`src/rtl/marup_pkg.sv`:
```
// marup_pkg: shared types and constants of the modulo address register update core
// used by the channel interfaces and the top level; no dependencies
package marup_pkg;

   localparam int NUM_ADDR_REGS_DEF = 4;
   localparam int ADDR_WIDTH_DEF    = 16;

   // fixed widths of the channel fields
   localparam int CMD_W   = 3;
   localparam int SEL_W   = 2;
   localparam int FIELD_W = 16;
   // step count holds |index| up to 2^(FIELD_W-1)
   localparam int COUNT_W = FIELD_W + 1;

   typedef enum logic [CMD_W-1:0] {
      CMD_LOAD = 3'd0,
      CMD_FWD  = 3'd1,
      CMD_BACK = 3'd2,
      CMD_ADD  = 3'd3,
      CMD_SUB  = 3'd4
   } cmd_type;

   typedef enum logic {
      ST_IDLE = 1'b0,
      ST_RUN  = 1'b1
   } state_type;

endpackage

```
`src/rtl/marup_if.sv`:
```
// marup_if: request and response channel interfaces (valid/ready handshake)
// depends on marup_pkg for the field widths
interface marup_req_if import marup_pkg::*; ();
   logic                      valid;
   logic                      ready;
   logic [CMD_W-1:0]          command;
   logic [SEL_W-1:0]          register_select;
   logic [FIELD_W-1:0]        wrap_length;
   logic signed [FIELD_W-1:0] step_index;
   logic [FIELD_W-1:0]        load_value;

   modport source (output valid, command, register_select, wrap_length, step_index,
                   load_value, input ready);
   modport sink (input valid, command, register_select, wrap_length, step_index,
                 load_value, output ready);
endinterface

interface marup_rsp_if import marup_pkg::*; ();
   logic               valid;
   logic               ready;
   logic [SEL_W-1:0]   register_echo;
   logic [FIELD_W-1:0] new_address;

   modport source (output valid, register_echo, new_address, input ready);
   modport sink (input valid, register_echo, new_address, output ready);
endinterface

```
`src/rtl/modulo_address_register_update_core.sv`:
```
// modulo_address_register_update_core: circular-buffer address unit with modulo registers
// depends on marup_pkg and the channel interfaces in marup_if.sv
//
// Usage:
//   req_chan carries one command per transfer: load, step forward, step back, or
//   add/subtract a signed index against one address register with its wrap length.
//   rsp_chan returns one transfer per command: the register number and its new value;
//   a register number of NUM_ADDR_REGS or more changes nothing and returns address zero.
// Timing:
//   req_chan.ready is high only while the core is idle. After a transfer the core
//   applies the wrap steps one at a time in a single shared step unit (load: none, step
//   commands: one, add/subtract: |index|, up to 32768), then writes the register and
//   posts the response once the response slot is free; only then does it return to
//   idle and take the next request.
// Stall:
//   the response sits in an output register, so the next request is taken while it
//   waits; that next command holds its result until the response slot is free.
// Reset:
//   synchronous, active high; all address registers clear to zero, no response pending.
module modulo_address_register_update_core
   import marup_pkg::*;
#(
   parameter int NUM_ADDR_REGS = NUM_ADDR_REGS_DEF,
   parameter int ADDR_WIDTH    = ADDR_WIDTH_DEF
) (
   input  logic        clock,
   input  logic        reset,
   marup_req_if.sink   req_chan,
   marup_rsp_if.source rsp_chan
);

   localparam int IdxW = (NUM_ADDR_REGS > 1) ? $clog2(NUM_ADDR_REGS) : 1;

   state_type              state_ff, state_in;
   logic [ADDR_WIDTH-1:0]  regs_ff [NUM_ADDR_REGS];
   logic [COUNT_W-1:0]     count_ff, count_in;
   logic                   rsp_valid_ff, rsp_valid_in;

   logic [ADDR_WIDTH-1:0]  addr_ff, addr_in;
   logic [ADDR_WIDTH-1:0]  wrap_ff, wrap_in;
   logic [ADDR_WIDTH-1:0]  mask_ff, mask_in;
   logic                   fwd_ff, fwd_in;
   logic                   sel_ok_ff, sel_ok_in;
   logic [IdxW-1:0]        idx_ff, idx_in;
   logic [SEL_W-1:0]       sel_ff, sel_in;
   logic [SEL_W-1:0]       rsp_echo_ff, rsp_echo_in;
   logic [FIELD_W-1:0]     rsp_addr_ff, rsp_addr_in;

   logic                   req_xfer, rsp_xfer, finish;
   logic                   neg;
   logic [COUNT_W-1:0]     mag;
   logic [ADDR_WIDTH-1:0]  fill;
   logic [ADDR_WIDTH-1:0]  back_m, step_res;

   assign req_xfer = req_chan.valid && req_chan.ready;
   assign rsp_xfer = rsp_valid_ff && rsp_chan.ready;
   // result leaves the sequencer only when the response slot is free
   assign finish   = (state_ff == ST_RUN) && (count_ff == '0) && (!rsp_valid_ff || rsp_chan.ready);

   assign req_chan.ready         = (state_ff == ST_IDLE);
   assign rsp_chan.valid         = rsp_valid_ff;
   assign rsp_chan.register_echo = rsp_echo_ff;
   assign rsp_chan.new_address   = rsp_addr_ff;

   // wrap mask: wrap length with all bits below its top set bit filled in
   always_comb begin
      fill = ADDR_WIDTH'(req_chan.wrap_length);
      for (int k = 0; k < 5; k++) begin
         if ((1 << k) < ADDR_WIDTH) begin
            fill = fill | (fill >> (1 << k));
         end
      end
   end

   // shared single wrap step unit
   always_comb begin
      back_m = (mask_ff + ADDR_WIDTH'(1) - addr_ff) & mask_ff;
      if (fwd_ff) begin
         if ((addr_ff & mask_ff) == mask_ff) begin
            step_res = addr_ff - wrap_ff;
         end else begin
            step_res = addr_ff + ADDR_WIDTH'(1);
         end
      end else begin
         if ((wrap_ff < back_m) || (back_m == '0)) begin
            step_res = addr_ff + wrap_ff;
         end else begin
            step_res = addr_ff - ADDR_WIDTH'(1);
         end
      end
   end

   always_comb begin
      neg = req_chan.step_index[FIELD_W-1];
      mag = neg ? (COUNT_W'(1) << (COUNT_W - 1)) - {1'b0, req_chan.step_index}
                : {1'b0, req_chan.step_index};
   end

   always_comb begin
      state_in     = state_ff;
      count_in     = count_ff;
      rsp_valid_in = rsp_valid_ff;
      addr_in      = addr_ff;
      wrap_in      = wrap_ff;
      mask_in      = mask_ff;
      fwd_in       = fwd_ff;
      sel_ok_in    = sel_ok_ff;
      idx_in       = idx_ff;
      sel_in       = sel_ff;
      rsp_echo_in  = rsp_echo_ff;
      rsp_addr_in  = rsp_addr_ff;

      if (rsp_xfer) begin
         rsp_valid_in = 1'b0;
      end

      case (state_ff)
         ST_IDLE: begin
            if (req_xfer) begin
               state_in  = ST_RUN;
               sel_in    = req_chan.register_select;
               sel_ok_in = 32'(req_chan.register_select) < NUM_ADDR_REGS;
               idx_in    = IdxW'(req_chan.register_select);
               wrap_in   = ADDR_WIDTH'(req_chan.wrap_length);
               mask_in   = fill;
               addr_in   = sel_ok_in ? regs_ff[idx_in] : '0;
               fwd_in    = 1'b1;
               count_in  = '0;
               case (cmd_type'(req_chan.command))
                  CMD_LOAD: addr_in = ADDR_WIDTH'(req_chan.load_value);
                  CMD_FWD: begin
                     fwd_in   = 1'b1;
                     count_in = COUNT_W'(1);
                  end
                  CMD_BACK: begin
                     fwd_in   = 1'b0;
                     count_in = COUNT_W'(1);
                  end
                  CMD_ADD: begin
                     fwd_in   = !neg;
                     count_in = mag;
                  end
                  CMD_SUB: begin
                     fwd_in   = neg;
                     count_in = mag;
                  end
                  default: count_in = '0;
               endcase
            end
         end
         ST_RUN: begin
            if (count_ff != '0) begin
               addr_in  = step_res;
               count_in = count_ff - COUNT_W'(1);
            end else if (finish) begin
               state_in     = ST_IDLE;
               rsp_valid_in = 1'b1;
               rsp_echo_in  = sel_ff;
               rsp_addr_in  = sel_ok_ff ? FIELD_W'(addr_ff) : '0;
            end
         end
         default: state_in = ST_IDLE;
      endcase
   end

   always_ff @(posedge clock) begin
      if (reset) begin
         state_ff     <= ST_IDLE;
         count_ff     <= '0;
         rsp_valid_ff <= 1'b0;
         for (int i = 0; i < NUM_ADDR_REGS; i++) begin
            regs_ff[i] <= '0;
         end
      end else begin
         state_ff     <= state_in;
         count_ff     <= count_in;
         rsp_valid_ff <= rsp_valid_in;
         if (finish && sel_ok_ff) begin
            regs_ff[idx_ff] <= addr_ff;
         end
      end
   end

   always_ff @(posedge clock) begin
      addr_ff     <= addr_in;
      wrap_ff     <= wrap_in;
      mask_ff     <= mask_in;
      fwd_ff      <= fwd_in;
      sel_ok_ff   <= sel_ok_in;
      idx_ff      <= idx_in;
      sel_ff      <= sel_in;
      rsp_echo_ff <= rsp_echo_in;
      rsp_addr_ff <= rsp_addr_in;
   end

`ifndef SYNTHESIS
   a_count_down: assert property (@(posedge clock) disable iff (reset)
      (state_ff == ST_RUN && count_ff != '0) |=> count_ff == $past(count_ff) - COUNT_W'(1))
      else $error("step count did not decrement by one");

   a_rsp_from_run: assert property (@(posedge clock) disable iff (reset)
      $rose(rsp_valid_ff) |-> $past(state_ff) == ST_RUN)
      else $error("response posted without a finished command");

   a_req_starts_run: assert property (@(posedge clock) disable iff (reset)
      req_xfer |=> state_ff == ST_RUN)
      else $error("request transfer did not start the sequencer");

   a_bad_sel_zero: assert property (@(posedge clock) disable iff (reset)
      (finish && !sel_ok_ff) |=> rsp_addr_ff == '0)
      else $error("out-of-range register returned a nonzero address");
`endif

endmodule

```
`src/flat_wrapper.sv`:
```
// flat-port wrapper written by rule: the top's interface ports become plain ports
module modulo_address_register_update_core_flat import marup_pkg::*;
#(
   parameter int NUM_ADDR_REGS = NUM_ADDR_REGS_DEF,
   parameter int ADDR_WIDTH    = ADDR_WIDTH_DEF
)
  (clock, reset, req_chan_valid, req_chan_command, req_chan_register_select, req_chan_wrap_length, req_chan_step_index, req_chan_load_value, req_chan_ready, rsp_chan_valid, rsp_chan_register_echo, rsp_chan_new_address, rsp_chan_ready);
  marup_req_if req_chan_i ();
  marup_rsp_if rsp_chan_i ();
  input  logic clock;
  input  logic reset;
  input wire logic [$bits(req_chan_i.valid)-1:0] req_chan_valid;
  input wire logic [$bits(req_chan_i.command)-1:0] req_chan_command;
  input wire logic [$bits(req_chan_i.register_select)-1:0] req_chan_register_select;
  input wire logic [$bits(req_chan_i.wrap_length)-1:0] req_chan_wrap_length;
  input wire logic [$bits(req_chan_i.step_index)-1:0] req_chan_step_index;
  input wire logic [$bits(req_chan_i.load_value)-1:0] req_chan_load_value;
  output wire logic [$bits(req_chan_i.ready)-1:0] req_chan_ready;
  output wire logic [$bits(rsp_chan_i.valid)-1:0] rsp_chan_valid;
  output wire logic [$bits(rsp_chan_i.register_echo)-1:0] rsp_chan_register_echo;
  output wire logic [$bits(rsp_chan_i.new_address)-1:0] rsp_chan_new_address;
  input wire logic [$bits(rsp_chan_i.ready)-1:0] rsp_chan_ready;
  assign req_chan_i.valid = req_chan_valid;
  assign req_chan_i.command = req_chan_command;
  assign req_chan_i.register_select = req_chan_register_select;
  assign req_chan_i.wrap_length = req_chan_wrap_length;
  assign req_chan_i.step_index = req_chan_step_index;
  assign req_chan_i.load_value = req_chan_load_value;
  assign req_chan_ready = req_chan_i.ready;
  assign rsp_chan_valid = rsp_chan_i.valid;
  assign rsp_chan_register_echo = rsp_chan_i.register_echo;
  assign rsp_chan_new_address = rsp_chan_i.new_address;
  assign rsp_chan_i.ready = rsp_chan_ready;
  modulo_address_register_update_core #(.NUM_ADDR_REGS(NUM_ADDR_REGS), .ADDR_WIDTH(ADDR_WIDTH)) u_core (.clock(clock), .reset(reset), .req_chan(req_chan_i), .rsp_chan(rsp_chan_i));
endmodule
```
`config.mk`:
```
export PLATFORM = sky130hd
export DESIGN_NAME = modulo_address_register_update_core_flat
export DESIGN_NICKNAME = d
export VERILOG_FILES = /design/src/rtl/marup_pkg.sv /design/src/rtl/marup_if.sv /design/src/rtl/modulo_address_register_update_core.sv /design/src/flat_wrapper.sv
export SDC_FILE = /design/constraint.sdc
export NUM_CORES = 1
export LEC_CHECK = 0
export ABC_AREA = 1
export BUFFER_PORTS_ARGS = -buffer_cell sky130_fd_sc_hd__buf_2
export CORE_UTILIZATION = 40
export DETAILED_ROUTE_END_ITERATION = 12
export PLACE_DENSITY = 0.63
export SLEW_MARGIN = 20
export SYNTH_ARGS = -nofsm -noshare
export SYNTH_HDL_FRONTEND = slang
export SYNTH_SLANG_ARGS = --single-unit
export TNS_END_PERCENT = 30
```
`constraint.sdc`:
```
create_clock -name clock -period 10.9 [get_ports clock]
set_input_delay 0.545 -clock clock [delete_from_list [all_inputs] [get_ports clock]]
set_output_delay 0.545 -clock clock [all_outputs]
set_load 0.02 [all_outputs]
```
==> flow_summary.ini, run 1 <==
[status]
status = complete, no violations

[cells_and_area]
drive_gt1_share_pct = 13.35
area_delta_synth_final_pct = 13.73
fin_cells = 1555
antenna_cells = 0
nets = 1344

[setup_path]
crit_cells = 43
cp_max_fo = 15
crit_top_cell = inv_1
reg2regPathDepth = 43
required_ns = 11.07
slowest_delay_ns = 0.51
arrival_ns = 6.72
endpoint_kind = register
crit_slowest_cell = edfxtp_1
timing.critical_path.buf_inv = 11
worstSetupPathType = reg2reg
path_delay_family = adder cells
cp-start-kind = register

[placement]
port-buffer-count = 76
hpwlAfterDp_mm = 18.38
place_congestion = 0.8869
placed_cells = 1523
pre_cts_slack_ns = 4.416

[yosys]
synth_nets = 1272
syn_area_mm2 = 0.009602
ys_seq_area_share_pct = 45.24
synthCells = 1151
synth.distinct_cells = 55
synth-seq-cells = 151
synth_edf_count = 132
postSynthAreaPerCell_um2 = 8.342
synth_warnings = 0
synthFlopType = edfxtp_1
async_flop_share_pct = 0

[global_routing]
grt_pass1_wl_mm = 38.71
grt.overflow.total = 0
antenna_found_initial = 0
grt_pass1_vias = 7459
grt_use_total_pct = 20.66
grt_max_degree = 38

[clock_tree]
postCtsResizedCells = 0
cts-root-buf = clkbuf_16
clk_latency_ns = 0.43
clk_pin_slew_ns = 0.07
numCtsBuffers = 17
cts_num_sinks = 151
cts_tree = done
cts_setup_buffers = 0
htree_levels = 4
clockBufferDepth = 2
hold_buffers = 0

[flow_run]
max-cap-violations = 0

[power]
power.total_mw = 2.162
total_leakage_power_nw = 4.769
power_density_mw_per_mm2 = 197.9
vdd_drop_max_mv = 0.1163

[timing]
max_freq_mhz = 152.6
setup_viol = 0
slew_viol_final = 0
fin_ws_ns = 4.348
fin_crit_ns = 6.552
max-slew-margin-rel_pct = 36.43
finalCritPeriodShare_pct = 60.11
tightest_slew_ns = 0.9525
skew_ns = 0.01428
setup_tns_ns = 0
hold_viol = 0
grt_setup_unrepaired = no

[routing]
drt_first_iter_violations = 661
routed_wl_mm = 24.61
first_pass_iters = 5
vias = 8085
wl_per_cell_um = 15.82
drtAntennaViolNets = 0
drcViolationCount = 0
via_per_inst = 5.199

[die]
initial_core_util_pct = 40.91
fp-row-count = 56
core_region_area_mm2 = 0.02347
die_w_um = 156.9
io_pins = 77
die_y_um = 156.9
die_area_mm2 = 0.02463

[worst_hold_path]
whs_path_depth = 1
min_path_type = in2reg
## state kept, by name (all words and copies together), names as in the netlist, 2 cells and up
register                       cells
u_core.rsp_chan.register_echo      2
u_core.mask_ff                    16
u_core.wrap_ff                    15
u_core.regs_ff                    64
u_core.rsp_chan.new_address       16
u_core.addr_ff                    16
u_core.count_ff                   17
u_core.idx_ff                      2
## cells by family (layout without fill, tap and decap cells)
kind of cell	Yosys count	after routing	synth area share (%)
DFF	151	151	45.24
and+or+nand+nor	503	503	23.85
xor gates and xnor gates	25	25	2.280
adders and majority gates	64	64	8.496
buffers and inverters	192	277	7.701
AOI/OAI and AO/OA	216	216	12.43
## cell type report
class,count,area [um2]
Clock buffer,19,452.9
Clock inverter,13,160.2
Fill cell,2261,12550
Inverter,164,620.6
Multi-Input combinational cell,808,4526
Sequential cell,151,4344
Tap cell,319,399.1
Timing Repair Buffer,81,417.9
## per-layer routing
layer | track usage [%] | share of wire, %
met3 | 2.643 | 4.9
met5 | 0 | 0
met2 | 34.18 | 47
met4 | 6.816 | 1.7
met1 | 27.91 | 46
## cell usage after synthesis (all sizes together), types with 8 or more instances
cell	n	area [um2]
clkbuf	20	75.07
xnor2	12	105.1
or2	8	50.05
nand3	55	345.3
o21ai	107	535.5
nor3	19	115.1
a31oi	8	50.05
inv	163	616.8
edfxtp	132	3964
nor2	211	865.8
nand2	182	704.4
a21oi	49	245.2
o22ai	29	181.4
dfxtp	19	380.4
ha	62	775.7
buf	8	43.79
nand4	13	108.9
xor2	13	113.9
## per-stage QoR
| stage | hold slack (ns) | util, % | area, um2 |
|---|---|---|---|
| 2_1_floorplan | 0.4264 | - | 9602 |
| 3_3_place_gp | 0.4631 | 43.91 | 10310 |
| 3_5_place_dp | 0.4753 | 43.91 | 10310 |
| 4_1_cts | 0.2915 | 46.52 | 10920 |
| 5_1_grt | 0.2909 | 46.52 | 10920 |
| 6_report | 0.3025 | 46.52 | 10920 |
## worst paths after layout
kind	from	endpoint	slack, ns
max	u_core.addr_ff[1]$_DFFE_PP_	u_core.addr_ff[12]$_DFFE_PP_	4.35
min	req_chan_wrap_length[15]	u_core.mask_ff[15]$_DFFE_PP_	0.30
max reg2reg	u_core.addr_ff[1]$_DFFE_PP_	u_core.addr_ff[12]$_DFFE_PP_	4.35
min reg2reg	u_core.addr_ff[5]$_DFFE_PP_	u_core.rsp_chan.new_address[5]$_DFFE_PP_	0.49
## report_power, final
group	leakage (nW)	switching [mW]	total (mW)	internal [mW]
logic	3.04	0.537	0.826	0.289
clock network	0.293	0.261	0.619	0.357
registers	1.43	0.0339	0.716	0.683
total	4.77	0.832	2.16	1.33
## layout by cell type (no fill, tap or decap), types with 12 or more instances in the layout
cell	synthesis	layout
xnor2_1	12	12
a21oi_1	49	49
buf_2	5	76
nor3_1	15	15
nand2_1	179	179
dfxtp_1	19	19
inv_1	152	152
nor2_1	197	196
ha_1	62	62
o22ai_1	29	29
o21ai_0	101	101
nand3_1	44	44
xor2_1	13	13
clkbuf_16	0	17
edfxtp_1	132	132
Power figures use the tool's default switching activity.
==> inputs of run 2 (changes only) <==
ABC_AREA = 0   (was 1)
clock period = 6.6 ns   (was 10.9 ns; I/O delays follow)
==> flow_summary.ini, run 2 <==
[status]
status = complete, but fails checks
violations = negative setup slack

[clock_tree]
htree_levels = 4
cts-root-buf = clkbuf_16
clockBufferDepth = 2
cts_tree = done
numCtsBuffers = 17
clk_pin_slew_ns = 0.06
clk_latency_ns = 0.43
hold_buffers = 0
cts_num_sinks = 151

[setup_path]
crit_top_cell = or3_4
timing.critical_path.buf_inv = 3
required_ns = 6.76
arrival_ns = 7.59
cp-start-kind = register
cp_max_fo = 4
worstSetupPathType = reg2reg
crit_slowest_cell = a2111oi_4
path_delay_family = simple AND/OR/NAND/NOR gates
endpoint_kind = register
slowest_delay_ns = 0.44

[yosys]
synth_area_leaders = edfxtp_1 43%, ha_1 8.5%, and2_1 4.8%, dfxtp_1 4.1%, mux4_2 3.9%
synth_warnings = 0
syn_area_mm2 = 0.009176
synth_top_area_share_pct = 43.20
ys_seq_area_share_pct = 47.34
postSynthAreaPerCell_um2 = 10.77
async_flop_share_pct = 0
yosysTopAreaCell = edfxtp_1
synthFlopType = edfxtp_1
synth-seq-cells = 151
synth_nets = 973
synthCells = 852
synth_commonest_cells = 132 x edfxtp_1, 70 x and2_1, 62 x ha_1
synth_edf_count = 132
synth.distinct_cells = 59
yosysMostFrequentCell = edfxtp_1

[routing]
drtAntennaViolNets = 0
routed_wl_mm = 23.22
vias = 7278
drcViolationCount = 0
first_pass_iters = 5
via_per_inst = 5.399
drt_first_iter_violations = 353
wl_per_cell_um = 17.22

[cells_and_area]
regMostFlops = u_core.regs_ff
area_delta_synth_final_pct = 27.91
final_common_cell = edfxtp_1
layout_common_cells = 132 x edfxtp_1, 129 x buf_4, 76 x buf_2
drive_gt1_share_pct = 31.14
fin_area_mm2 = 0.01174
largest_register_ffs = 64
nets = 1171
largestRegisters = u_core.regs_ff x64, u_core.count_ff x17
antenna_cells = 0

[die]
core_region_area_mm2 = 0.02257
die_w_um = 153.5
io_pins = 77
initial_core_util_pct = 40.65
die_area_mm2 = 0.02355
fp-row-count = 55
die_y_um = 153.5

[timing]
fin_ws_ns = -0.8339
hold_slack_ns = 0.09120
tightest_slew_ns = 0.9614
setup_tns_ns = -4.122
max_freq_mhz = 134.5
setup_viol = 9
hold_viol = 0
finalCritPeriodShare_pct = 112.6
fin_crit_ns = 7.434
grt_setup_unrepaired = yes
skew_ns = 0.01326
slew_viol_final = 0
max-slew-margin-rel_pct = 35.77

[global_routing]
grt_max_degree = 49
grt_pass1_vias = 6961
use_met1_pct = 26.77
antenna_found_initial = 0
grt_pass1_wl_mm = 36.23
grt.overflow.total = 0
met2_usage_pct = 33.75
gr-max-usage-layer = met2
grt_util_met3_pct = 3.402
grt_use_total_pct = 19.90

[placement]
place_area_mm2 = 0.01082
hpwlAfterDp_mm = 16.93
pre_cts_slack_ns = -1.102
port-buffer-count = 76
place_congestion = 0.8760

[power]
power_density_mw_per_mm2 = 473.0
total_leakage_power_nw = 4.704
power.total_mw = 5.552
vdd_drop_max_mv = 0.2706

[flow_run]
max-cap-violations = 0

[worst_hold_path]
min_path_type = in2reg
-- run 2: cell types whose count changed in the layout (fill, tap and decap cells not counted), sizes merged, moves of 13 or more --
| cell | before | now |
|---|---|---|
| mux4 | 0 | 16 |
| and2 | 2 | 70 |
| nand2 | 182 | 61 |
| nor2 | 211 | 48 |
| or3 | 0 | 29 |
| nand2b | 0 | 13 |
| o21ai | 107 | 49 |
| nand3 | 55 | 9 |
| buf | 81 | 206 |
| o21a | 1 | 17 |
| inv | 170 | 50 |
-- run 2: what timing repair did --
| item | 4_1_cts | 5_1_grt |
|---|---|---|
| setup buffers | 23 | 5 |
| gates resized for setup | 14 | 29 |
| pin swaps | 21 | 30 |
| endpoints found under the setup margin | 9 | 11 |
-- run 2: per-stage QoR --
step / utilization (%) / cells
final: 52.00 / 1348
after CTS: 51.27 / 1343
after detailed placement: 47.94 / 1301
after global placement: 47.94 / 1301
after floorplan: - / 852
after global routing: 52.00 / 1348
-- run 2: final timing paths --
check | startpoint | slack, ns | depth (start not counted) | end
worst max-delay path | u_core.addr_ff[1]$_DFFE_PP_ | -0.83 | 36 | u_core.addr_ff[15]$_DFFE_PP_
worst min-delay path | req_chan_wrap_length[13] | 0.09 | 1 | u_core.wrap_ff[13]$_DFFE_PP_
worst max register to register | u_core.addr_ff[1]$_DFFE_PP_ | -0.83 | 36 | u_core.addr_ff[15]$_DFFE_PP_
worst min register to register | u_core.count_ff[15]$_SDFFE_PP0P_ | 0.47 | 2 | u_core.count_ff[15]$_SDFFE_PP0P_
-- run 2: logic make-up after synthesis --
family / share of synthesized area, %
AND/OR/NAND/NOR: 18.37
AO/OA/AOI/OAI: 13.68
buffers and inverters: 2.863
adder cells (fa/ha/maj): 8.890
flip-flops: 47.34
multiplexers: 5.850
XOR/XNOR: 3.013
-- run 2: area by class of cell --
cell class / instances / area (um2)
Clock buffer: 17 / 425.4
Sequential cell: 151 / 4344
Multi-Input combinational cell: 631 / 4906
Inverter: 43 / 161.4
Timing Repair Buffer: 206 / 1360
Clock inverter: 15 / 183.9
Tap cell: 285 / 356.6
Fill cell: 2037 / 10830
-- run 2: report_power, final --
group / internal [mW] / switching [mW] / leakage, nW
Clock: 0.575 / 0.437 / 0.298
Sequential: 1.20 / 0.0831 / 1.43
Combinational: 1.62 / 1.63 / 2.98
-- run 2: routing by layer --
metal	up-vias	wire length (um)
li1	3600	-
met1	3517	10900
met2	147	11310
met3	14	814
met4	0	193
met5	-	0
